`src/hw/rtl/rgbhsv_pkg.sv`:
```
package rgbhsv_pkg;

  localparam int unsigned ChanW = 8;
  localparam int unsigned FracW = 16;

  typedef struct packed {
    logic [ChanW-1:0] red;
    logic [ChanW-1:0] green;
    logic [ChanW-1:0] blue;
    logic [ChanW-1:0] alpha;
  } pix_in_t;

  typedef struct packed {
    logic [FracW-1:0] hue;
    logic [FracW-1:0] saturation;
    logic [ChanW-1:0] brightness;
    logic [ChanW-1:0] alpha_out;
  } hsv_out_t;

endpackage

```
`src/hw/rtl/rgb_to_hsv_converter_top.sv`:
```
// Channel   Direction  Handshake              Payload
// in        input      in_valid_i/in_ready_o   in_data_i   (red, green, blue, alpha)
// out       output     out_valid_o/out_ready_i out_data_o  (hue, saturation, brightness,
//                                                            alpha_out)
//
// One item per clock is accepted while the output side keeps up.
// Each item passes one front-end stage, which finds max, min and the hue
// numerator, and then four divider stages that each resolve four quotient
// bits of both hue and saturation.
// Reset clears only the stage valid bits; data registers are not reset.
// A stall at the output holds every full stage; empty stages keep filling,
// so up to five items sit in the pipeline before in_ready_o drops.
module rgb_to_hsv_converter_top (
  input  logic                clk_i,
  input  logic                rst_ni,
  input  logic                in_valid_i,
  output logic                in_ready_o,
  input  rgbhsv_pkg::pix_in_t in_data_i,
  output logic                out_valid_o,
  input  logic                out_ready_i,
  output rgbhsv_pkg::hsv_out_t out_data_o
);

  localparam int unsigned BitsPerStg = 4;
  localparam int unsigned NumDiv     = rgbhsv_pkg::FracW / BitsPerStg;
  localparam int unsigned NumStg     = NumDiv + 1;

  // The hue divisor is 6*delta, at most 1530, so 11 bits hold it and the
  // remainder. The saturation dividend 65535*delta needs 24 bits.
  typedef struct packed {
    logic [10:0] hrem;
    logic [10:0] hden;
    logic [15:0] hq;
    logic [7:0]  srem;
    logic [15:0] sbits;
    logic [15:0] sq;
    logic [7:0]  hi;
    logic [7:0]  alpha;
    logic        gray;
  } stage_t;

  logic [NumStg-1:0] valid_q;
  logic [NumStg-1:0] adv;
  stage_t            stg_q [NumStg];
  stage_t            stg_d [NumStg];
  stage_t            front;

  logic [7:0]  r, g, b, hi, lo, delta;
  logic [10:0] d6, num;
  logic [23:0] sat_n;

  // Restoring division, several bits per call. Hue is a fractional quotient
  // of num/(6*delta); saturation is an integer quotient of 65535*delta/max.
  function automatic stage_t div_step(stage_t s);
    stage_t     t;
    logic [11:0] h2;
    logic [8:0]  s2;
    t = s;
    for (int k = 0; k < BitsPerStg; k++) begin
      h2 = {t.hrem, 1'b0};
      if (h2 >= {1'b0, t.hden}) begin
        t.hrem = 11'(h2 - {1'b0, t.hden});
        t.hq   = {t.hq[14:0], 1'b1};
      end else begin
        t.hrem = h2[10:0];
        t.hq   = {t.hq[14:0], 1'b0};
      end
      s2      = {t.srem, t.sbits[15]};
      t.sbits = {t.sbits[14:0], 1'b0};
      if (s2 >= {1'b0, t.hi}) begin
        t.srem = 8'(s2 - {1'b0, t.hi});
        t.sq   = {t.sq[14:0], 1'b1};
      end else begin
        t.srem = s2[7:0];
        t.sq   = {t.sq[14:0], 1'b0};
      end
    end
    return t;
  endfunction

  // Front end: largest and smallest channel, sector offset and hue numerator.
  always_comb begin
    r = in_data_i.red;
    g = in_data_i.green;
    b = in_data_i.blue;
    lo = r;
    if (g < lo) lo = g;
    if (b < lo) lo = b;
    if (r >= g && r >= b) begin
      hi = r;
    end else if (g >= b) begin
      hi = g;
    end else begin
      hi = b;
    end
    delta = hi - lo;
    d6    = ({3'b000, delta} << 2) + ({3'b000, delta} << 1);
    sat_n = {delta, 16'h0000} - {16'h0000, delta};
    // Red wins ties, then green; for a nonzero delta the numerator lands in [0, 6*delta).
    if (r >= g && r >= b) begin
      if (g >= b) begin
        num = {3'b000, 8'(g - b)};
      end else begin
        num = d6 - {3'b000, 8'(b - g)};
      end
    end else if (g >= b) begin
      num = {2'b00, delta, 1'b0} + {3'b000, b} - {3'b000, r};
    end else begin
      num = {1'b0, delta, 2'b00} + {3'b000, r} - {3'b000, g};
    end

    front       = '0;
    front.hrem  = num;
    front.hden  = d6;
    front.srem  = sat_n[23:16];
    front.sbits = sat_n[15:0];
    front.hi    = hi;
    front.alpha = in_data_i.alpha;
    front.gray  = (delta == 8'h00);
  end

  always_comb begin
    stg_d[0] = front;
    for (int i = 1; i < NumStg; i++) begin
      stg_d[i] = div_step(stg_q[i-1]);
    end
  end

  // A stage takes new contents when it is empty or its successor moves on.
  always_comb begin
    adv[NumStg-1] = !valid_q[NumStg-1] || out_ready_i;
    for (int i = NumStg - 2; i >= 0; i--) begin
      adv[i] = !valid_q[i] || adv[i+1];
    end
  end

  always_ff @(posedge clk_i or negedge rst_ni) begin
    if (!rst_ni) begin
      valid_q <= '0;
    end else begin
      if (adv[0]) begin
        valid_q[0] <= in_valid_i;
      end
      for (int i = 1; i < NumStg; i++) begin
        if (adv[i]) begin
          valid_q[i] <= valid_q[i-1];
        end
      end
    end
  end

  always_ff @(posedge clk_i) begin
    for (int i = 0; i < NumStg; i++) begin
      if (adv[i]) begin
        stg_q[i] <= stg_d[i];
      end
    end
  end

  assign in_ready_o  = adv[0];
  assign out_valid_o = valid_q[NumStg-1];

  always_comb begin
    out_data_o.hue        = stg_q[NumStg-1].gray ? '0 : stg_q[NumStg-1].hq;
    out_data_o.saturation = stg_q[NumStg-1].gray ? '0 : stg_q[NumStg-1].sq;
    out_data_o.brightness = stg_q[NumStg-1].hi;
    out_data_o.alpha_out  = stg_q[NumStg-1].alpha;
  end

  // An accepted item always lands in the front-end stage.
  a_accept_loads: assert property (@(posedge clk_i) disable iff (!rst_ni)
    in_valid_i && in_ready_o |=> valid_q[0])
    else $error("accepted item did not enter the front-end stage");

  // Backpressure reaches the input only when the output is stalled.
  a_ready_drop: assert property (@(posedge clk_i) disable iff (!rst_ni)
    !in_ready_o |-> out_valid_o && !out_ready_i)
    else $error("input stalled while the output was free");

  // Both divisions start with a remainder below the divisor.
  a_rem_range: assert property (@(posedge clk_i) disable iff (!rst_ni)
    valid_q[0] && !stg_q[0].gray |->
      (stg_q[0].hrem < stg_q[0].hden) && (stg_q[0].srem < stg_q[0].hi))
    else $error("divider started with a remainder out of range");

  // The front-end stage, when full and stalled by its successor, keeps its item.
  a_stage_hold: assert property (@(posedge clk_i) disable iff (!rst_ni)
    valid_q[0] && !adv[0] |=> valid_q[0] && $stable(stg_q[0]))
    else $error("stalled front-end stage lost its item");

endmodule

```
`config.mk`:
```
export PLATFORM = sky130hd
export DESIGN_NAME = rgb_to_hsv_converter_top
export DESIGN_NICKNAME = d
export VERILOG_FILES = /design/src/hw/rtl/rgbhsv_pkg.sv /design/src/hw/rtl/rgb_to_hsv_converter_top.sv
export SDC_FILE = /design/constraint.sdc
export NUM_CORES = 1
export LEC_CHECK = 0
export BUFFER_PORTS_ARGS = -buffer_cell sky130_fd_sc_hd__buf_4
export CAP_MARGIN = 20
export CORE_ASPECT_RATIO = 0.9
export CORE_MARGIN = 3
export CORE_UTILIZATION = 48
export DETAILED_ROUTE_END_ITERATION = 10
export SLEW_MARGIN = 20
export SYNTH_ARGS = -nofsm -noshare
export SYNTH_HDL_FRONTEND = slang
export SYNTH_SLANG_ARGS = --single-unit
```
`constraint.sdc`:
```
create_clock -name clk_i -period 25.9 [get_ports clk_i]
set_clock_uncertainty 0.2 [all_clocks]
set_input_delay 2.59 -clock clk_i [delete_from_list [all_inputs] [get_ports clk_i]]
set_output_delay 2.59 -clock clk_i [all_outputs]
set_load 0.05 [all_outputs]
```
### Word level (Yosys, flattened, before mapping)

Memory sizes are Yosys's and may differ from the RTL's.
Cells that the tools add are included.

* register bits: 5
* bits in writable memories: 475
* input port bits: 36
* output and inout port bits: 50
* word-level logic and storage cells: 180
* memories: 1

* $add $sub $neg: 42
* order comparisons: 37
* muxes and demuxes: 83
* reduce and logical (&&, ||, !) cells: 12

Memory list
* stg_q: depth 5, width 95, read ports 5, clocked after Yosys merged registers in 0, write ports 5, RTL line rgb_to_hsv_converter_top.sv:44 `stage_t stg_q [NumStg];`

Operators by type and width (count)
* $mux W11: 19
* $ge A12 B11 Y1: 16
* $sub A11 B11 Y11: 16
* $mux W8: 20
* $sub A8 B8 Y8: 19
* $ge A9 B8 Y1: 16
* $mux W1: 42
* $mux W16: 2
* $ge A8 B8 Y1: 3
* $sub A24 B8 Y24: 1
* $sub A11 B8 Y11: 2
* $lt A8 B8 Y1: 2
* $add A10 B8 Y11: 1
* $add A10 B9 Y11: 1
* $sub A10 B8 Y11: 1
* $add A9 B8 Y10: 1
* $logic_not A8 Y1: 1
* $logic_not A1 Y1: 5
* $logic_or A1 B1 Y1: 5
* $logic_and A1 B1 Y1: 1

### Logic depth before layout (Yosys ltp)

Gate-level depths: netlist of run 1.

* depth after elaboration: 9
* mapped depth: 47
* depth with buffers taken out: 45

### Worst setup path before layout of run 1

OpenSTA, ideal clock, no wires.

* path type: in2reg
* start: input port in_data_i[24] (netlist name)
* end: memory stg_q[0][93] (netlist name), data pin
* setup time: 0.268 ns
* arrival: 9.192 ns
* data required time: 25.432 ns
* slack: 16.240 ns
* stages on the path: 37
* buffers on the path: 2
* path through: inv_1 ha_1 inv_1 fa_1 nand3_1 a21oi_1 o22ai_2 clkbuf_1 nor2_1 a21oi_1 ha_1 a21oi_1 nor2_1 a211oi_1 nand2_1 o21ai_1 clkbuf_1 nand2_1 o21ai_0 ha_1 inv_1 fa_1 a211oi_1 nor2_1 xnor2_1 inv_1 fa_1 ha_1 a21boi_0 o21ai_0 nand2b_1 a21o_1 a21oi_1 xnor2_1 xnor2_1 o211ai_1 o31ai_1

RTL lines
* start, declared: RTL line rgb_to_hsv_converter_top.sv:18 `input rgbhsv_pkg::pix_in_t in_data_i,`
* end, declared: RTL line rgb_to_hsv_converter_top.sv:44

==> out/metrics.yaml, run 1 <==
timing:
  fin_tns_setup_ns: 0
  worst_pin_slew_ns: 0.958
  hold_viol: 0
  rsz0062_at_grt: "false"
  slew_headroom_pct: 36.1
  clock.fmax_mhz: 94.4
  finalSetupViolCount: 0
  fin_crit_ns: 10.60
  post-route-period-util_pct: 40.9
  fin_ws_ns: 15.30
  drv_slew: 0
synthesis:
  syn_nets: 3316
  syn-cell-area_um2: 27800
  synthFlopType: "edfxtp_1"
  synth-compound-area-share_pct: 17.3
  synthAdderAreaFrac_pct: 19.3
  yosys.area_share.simple_pct: 12.5
  synth-xor-area-share_pct: 7.21
  ys_warn_count: 0
  synth_cells: 2875
  synth_edf_count: 309
  ys_seq_elements: 314
  yosysSeqAreaShare_pct: 33.8
  synth.mux.area_fraction_pct: 5.12
  synth_async_sr_flop_share_pct: 1.59
  synthDistinctLibCells: 88
  synth_top_family_by_area: "adder cells"
  synth_area_per_cell_um2: 9.68
layout:
  fin_nets: 3390
  drive_above_1_share_pct: 10.2
  diodes: 0
  ff_latch_area_um2: 9400
  fillers: 5093
  multi_input_area_um2: 17200
  syn_to_final_growth_pct: 9.84
global_route:
  grt_most_used_layer: "met2"
  antenna_found_initial: 2
  grtUsageMet1_pct: 33.6
  grt_use_met2_pct: 36.8
  grt_pass1_vias: 20600
  grt_max_degree: 73
  grt-ovfl-total: 0
  grt_util_met3_pct: 3.71
  grt_pass1_wl_um: 113000
  grtUsageTotal_pct: 23.2
routing:
  ant_nets: 0
  drc_errors: 0
  drt_wl_total_um: 71600
  drtPass1Iterations: 5
  num_vias: 21300
  via_per_inst: 5.70
  first_iter_violations: 1438
  wl_per_cell_um: 19.1
critical_path:
  r2r-start: "stg_q[0][105]$_DFFE_PP_"
  slowest_delay_ns: 0.68
  path_class: "flip-flop to flip-flop"
  crit_arrival_ns: 10.71
  cp_top_family: "compound AO/OA/AOI/OAI gates"
  slowest_stage: "a21oi_1"
  r2r-end: "stg_q[0][245]$_DFFE_PP_"
  rrSetupSlack_ns: 15.30
  cp-start-kind: "flip-flop"
  ff2ff_path_depth: 39
  cp-end-kind: "flip-flop"
  cp_num_buf_inv: 3
  crit_required_ns: 26.02
  critPathMaxFanout: 14
placed_design:
  dp_hpwl_um: 56100
  port-buffer-count: 85
  gp_congestion: 0.916
  dpl_worst_slack_ns: 15.10
worst_hold_path:
  hold_path_class: "flip-flop to flip-flop"
  holdCritStartpoint: "stg_q[0][213]$_DFFE_PP_"
  min_to: "stg_q[0][312]$_DFFE_PP_"
  worstHoldPathCells: 0
run_status:
  status: "completed"
floorplan:
  rows: 83
  core_area_um2: 57200
  dieArea_um2: 60900
  chipWidth_um: 260
  start_util_pct: 48.6
  ioPinCount: 86
  die_y_um: 234
clocking:
  postCtsSetupBuffers: 0
  cts_made_buffers: 38
  clockBufferDepth: 3
  root_buffer: "clkbuf_16"
  clock_sinks: 314
  cts.clk_slew.worst_paths_ns: 0.06
  htree_levels: 2
  tritoncts: "yes"
  worstSkewPairLatency_ns: 0.57
  cts_hold_buf: 0
  ctsResizeCount: 0
job:
  drv_cap: 0
worst max path at each step:
stage / from / to / slack [ns] / cells past startpoint
after floorplan: in_data_i[24] / stg_q[0][93]$_DFFE_PP_ / 16.24 / 37
after global placement: in_data_i[23] / stg_q[0][93]$_DFFE_PP_ / 15.29 / 34
after detailed placement: in_data_i[23] / stg_q[0][93]$_DFFE_PP_ / 15.10 / 34
after CTS: stg_q[0][105]$_DFFE_PP_ / stg_q[0][243]$_DFFE_PP_ / 15.35 / 39
after global routing: stg_q[0][10]$_DFFE_PP_ / stg_q[0][151]$_DFFE_PP_ / 14.22 / 45
final: stg_q[0][105]$_DFFE_PP_ / stg_q[0][245]$_DFFE_PP_ / 15.30 / 39
state kept, by name, indices dropped and copies added (netlist names):
| signal | flops |
|---|---|
| valid_q | 5 |
| stg_q | 309 |
cell usage in the layout (no fill, tap or decap), types with 48 or more instances in the layout:
cell,synthesis,routed
nor2b_1,93,93
xnor2_1,144,144
o21ai_0,203,203
ha_1,364,364
a21oi_1,216,215
a21o_1,87,87
edfxtp_1,309,309
xor2_1,76,76
nand2_1,174,172
o21a_1,48,48
buf_4,16,97
inv_1,262,261
mux2_2,84,84
nor2_1,200,200
worst register-to-register path, delay by kind of cell (launching register included):
family | cells | cell delay, ns
AOI/OAI and AO/OA | 25 | 6.23
adders and majority gates | 4 | 1.29
and+or+nand+nor | 6 | 1.29
DFF | 1 | 0.49
buffers and inverters | 3 | 0.47
muxes | 1 | 0.40
Yosys cell counts, drive strengths merged (14+ instances only):
library cell / count / area share (%)
o21bai: 19 / 0.51
nor2: 201 / 2.7
nor2b: 93 / 2.1
mux2: 96 / 4.0
inv: 267 / 3.6
buf: 33 / 0.75
nand2: 175 / 2.4
clkbuf: 31 / 0.42
nand4: 40 / 0.90
nor3: 37 / 0.67
edfxtp: 309 / 33
a211oi: 22 / 0.73
and4: 14 / 0.44
o31ai: 23 / 0.62
fa: 41 / 2.9
a21o: 87 / 2.3
nand2b: 43 / 0.97
nand3: 35 / 0.63
o211ai: 17 / 0.49
ha: 364 / 16
o21ai: 220 / 4.0
a21boi: 22 / 0.59
o21a: 48 / 1.3
and3: 14 / 0.31
a21oi: 216 / 3.9
xor2: 76 / 2.4
xnor2: 146 / 4.6
a31oi: 17 / 0.38
mux2i: 31 / 1.1
kinds of logic after synthesis:
logic type / after synthesis
compound gates: 763
xor+xnor: 224
fa+ha+maj: 405
buf+inv: 333
flops: 314
mux: 127
simple gates: 709
per-layer routing:
layer | wire (µm) | share of wire, % | up-vias
met5 | 25 | 0.035 | -
met4 | 1070 | 1.5 | 4
met3 | 3670 | 5.1 | 68
met2 | 31500 | 44 | 467
met1 | 35300 | 49 | 10200
li1 | - | - | 10600
cell type report:
class | instances | area share (%)
inverters | 269 | 3.30
flip-flops and latches | 314 | 30.8
multi-input cells | 2228 | 56.1
repair buffers | 98 | 2.45
clock inverters | 31 | 1.13
well taps | 765 | 3.13
clock buffers | 39 | 3.12
metrics by stage:
step,util (%),hold WS (ns),instances,cell area (µm²)
after floorplan,-,0.200,2875,27800
after global placement,51.1,0.200,3673,29200
after detailed placement,51.1,0.205,3674,29300
after CTS,53.4,0.213,3744,30600
after global routing,53.4,0.221,3744,30600
final,53.4,0.210,3744,30600
Power of run 1 is left out: the tool's default activity adds up to more than one toggle a clock period on the data nets, which glitch-free logic cannot reach.
==> inputs of run 2 (changes only) <==
- ABC_AREA: unset -> 1
- PLACE_DENSITY: unset -> 0.67
- clock period: 25.9 -> 9.3 ns (I/O delays scaled with it)
==> run 2 against run 1 <==
Effect of this change:
- non-clock buffer count up 25
- sequential share of layout area up 0.063 points
- register-to-register slack worse by 15 ns
- fmax up 24%
- first-iteration DRC count up 5.6%
- global-route usage down 2.0 points
- final cell count up 12%
- die area down 0.25%
==> out/metrics.yaml, run 2 <==
synthesis:
  syn_nets: 3758  # was 3316
  synthFlopType: "edfxtp_1"  # unchanged
  yosys.area.top_type: "edfxtp_1"  # unchanged
  synth_area_per_cell_um2: 8.37  # was 9.68 µm²
  yosysSeqAreaShare_pct: 33.9  # was 33.8%
  synthDistinctLibCells: 61  # was 88
  netlist.area_leader.share_pct: 33.4  # was 33.3%
  post-synth-top-count-cell: "nand2_1"  # was ha_1
  ys_top_cells_by_count: "nand2_1, inv_1, ha_1"  # was ha_1, edfxtp_1, inv_1
  synth_edf_count: 309  # unchanged
  synth_cells: 3317  # was 2875
  syn-cell-area_um2: 27800  # about the same
  ys_top_cells_by_area: "edfxtp_1, ha_1, nand2_1"  # was edfxtp_1, ha_1, xnor2_1
  synth_async_sr_flop_share_pct: 1.59  # unchanged
  ys_warn_count: 0  # unchanged
  ys_seq_elements: 314  # unchanged
critical_path:
  crit_required_ns: 9.39  # was 26.02 ns
  cp-end-kind: "flip-flop"  # unchanged
  r2r-start: "stg_q[0][201]$_DFFE_PP_"  # was stg_q[0][105]$_DFFE_PP_
  r2r-end: "stg_q[0][336]$_DFFE_PP_"  # was stg_q[0][245]$_DFFE_PP_
  crit_arrival_ns: 8.67  # was 10.71 ns
  path_class: "flip-flop to flip-flop"  # unchanged
  cp-start-kind: "flip-flop"  # unchanged
  slowest_delay_ns: 0.40  # was 0.68 ns
  critPathMaxFanout: 17  # was 14
  slowest_stage: "edfxtp_1"  # was a21oi_1
  ff2ff_path_depth: 51  # was 39
  rrSetupSlack_ns: 0.72  # was 15.30 ns
routing:
  via_per_inst: 5.23  # was 5.70
  ant_nets: 0  # unchanged
  first_iter_violations: 1519  # was 1438
  wl_per_cell_um: 15.4  # was 19.1 µm
  drtPass1Iterations: 5  # unchanged
  drc_errors: 0  # unchanged
  num_vias: 22000  # was 21300
  drt_wl_total_um: 64700  # was 71600 µm
layout:
  final_common_cell: "nand2_1"  # was ha_1
  drive_above_1_share_pct: 8.38  # was 10.2%
  largest_register_ffs: 309  # unchanged
  syn_to_final_growth_pct: 9.90  # was 9.84%
  top_regs: "stg_q (309), valid_q (5)"  # unchanged
  top_register: "stg_q"  # unchanged
  fillers: 5224  # was 5093
  post-route-util_pct: 54.1  # was 53.4%
  diodes: 0  # unchanged
  fin_nets: 3860  # was 3390
  layout_common_cells: "nand2_1, inv_1, ha_1"  # was ha_1, edfxtp_1, inv_1
clocking:
  clockBufferDepth: 3  # unchanged
  cts_made_buffers: 38  # unchanged
  cts.clk_slew.worst_paths_ns: 0.06  # about the same
  clock_sinks: 314  # unchanged
  root_buffer: "clkbuf_16"  # unchanged
  tritoncts: "yes"  # unchanged
  htree_levels: 2  # unchanged
  worstSkewPairLatency_ns: 0.57  # about the same
global_route:
  antenna_found_initial: 1  # was 2
  grtUsageTotal_pct: 21.2  # was 23.2%
  grt_pass1_vias: 19900  # was 20600
  grt-ovfl-total: 0  # unchanged
  grt_max_degree: 73  # unchanged
  grt_pass1_wl_um: 104000  # was 113000 µm
timing:
  drv_slew: 0  # unchanged
  worst_pin_slew_ns: 0.998  # was 0.958 ns
  finalSetupViolCount: 0  # unchanged
  fin_crit_ns: 8.58  # was 10.60 ns
  slew_headroom_pct: 33.5  # was 36.1%
  post-route-period-util_pct: 92.3  # was 40.9%
  clock.fmax_mhz: 117  # was 94.4 MHz
  hold_viol: 0  # unchanged
floorplan:
  rows: 82  # was 83
  chipWidth_um: 260  # about the same
  start_util_pct: 49.2  # was 48.6%
  dieArea_um2: 60800  # was 60900 µm²
  die_y_um: 234  # about the same
  ioPinCount: 86  # unchanged
  core_area_um2: 56400  # was 57200 µm²
worst_hold_path:
  holdCritStartpoint: "stg_q[0][213]$_DFFE_PP_"  # unchanged
  hold_path_class: "flip-flop to flip-flop"  # unchanged
  min_to: "stg_q[0][312]$_DFFE_PP_"  # unchanged
  worstHoldPathCells: 0  # unchanged
job:
  drv_cap: 0  # unchanged
run_status:
  status: "completed"  # unchanged
placed_design:
  dp_hpwl_um: 50800  # was 56100 µm
  gp_congestion: 0.919  # was 0.916
  port-buffer-count: 85  # unchanged
==> run 2: cell types whose count changed in the layout (fill, tap and decap cells not counted), moves of 73 or more <==
cell     before  now
a21o_1       87   14
nand2_1     172  639
nor2b_1      93    0
nand3_1      34  135
inv_1       261  463
xor2_1       76  172
xnor2_1     144   66
mux2_2       84    1
==> run 2: stage by stage <==
stage | worst slack (ns) | std cells | instance area [µm²] | hold slack [ns] | setup TNS (ns)
CTS | 0.202 | 4180 | 30200 | 0.212 | 0
detailed placement | 0.252 | 4111 | 29000 | 0.205 | 0
floorplan | 1.38 | 3317 | 27800 | 0.200 | 0
global placement | 0.339 | 4111 | 29000 | 0.201 | 0
global route | -0.0181 | 4203 | 30500 | 0.216 | -0.0441
finish | 0.721 | 4203 | 30500 | 0.212 | 0
==> run 2: timing repair <==
item / 4_1_cts / 5_1_grt
hold buffers: 1 / 0
setup buffers: 0 / 20
resized for setup: 0 / 31
endpoints found under the setup margin: 0 / 61
hold endpoints to repair: 5 / 0
==> run 2: critical path: cells and delay by family (launching register included) <==
kind	cells	cell delay [ns]
buffers and inverters	4	0.53
adders and majority gates	4	1.32
and+or+nand+nor	18	1.80
DFF	1	0.40
AOI/OAI and AO/OA	25	3.99
==> run 2: worst max path at each step <==
stage | start | end | slack (ns) | depth (start not counted)
4_1_cts | stg_q[0][200]$_DFFE_PP_ | stg_q[0][336]$_DFFE_PP_ | 0.20 | 51
3_5_place_dp | stg_q[0][76]$_DFFE_PP_ | stg_q[0][181]$_DFFE_PP_ | 0.25 | 50
5_1_grt | stg_q[0][10]$_DFFE_PP_ | stg_q[0][150]$_DFFE_PP_ | -0.02 | 56
3_3_place_gp | stg_q[0][200]$_DFFE_PP_ | stg_q[0][337]$_DFFE_PP_ | 0.34 | 50
6_report | stg_q[0][201]$_DFFE_PP_ | stg_q[0][336]$_DFFE_PP_ | 0.72 | 51
2_1_floorplan | out_ready_i | in_ready_o | 1.38 | 8
==> run 2: kinds of logic (layout without fill, tap and decap cells) <==
group                      count (synthesis)  in the layout  share of synthesized area, %
AOI/OAI and AO/OA                        656            656                          13.3
xor gates and xnor gates                 238            238                          7.51
buffers and inverters                    549            677                          8.20
and+or+nand+nor                         1154           1156                          17.7
DFF                                      314            314                          33.9
muxes                                      1              1                        0.0406
adders and majority gates                405            405                          19.4
==> run 2: layout make-up <==
cell class              count  area (µm²)  area share, %
flip-flops and latches    314        9400           30.8
well taps                 756         946           3.10
clock buffers              40         958           3.14
clock inverters            28         243          0.796
repair buffers            123         946           3.10
inverters                 486        1840           6.04
multi-input cells        2456       16200           53.0
==> run 2: routing by layer <==
metal / routed length [µm] / vias to the layer above / track usage [%] / share of wire (%)
li1: - / 11400 / - / -
met1: 33000 / 10000 / 32.6 / 51
met2: 27100 / 491 / 32.0 / 42
met3: 3790 / 55 / 2.69 / 5.9
met4: 814 / 0 / 3.87 / 1.3
met5: 0 / - / 0 / 0
Power of run 2 is left out for the same reason.
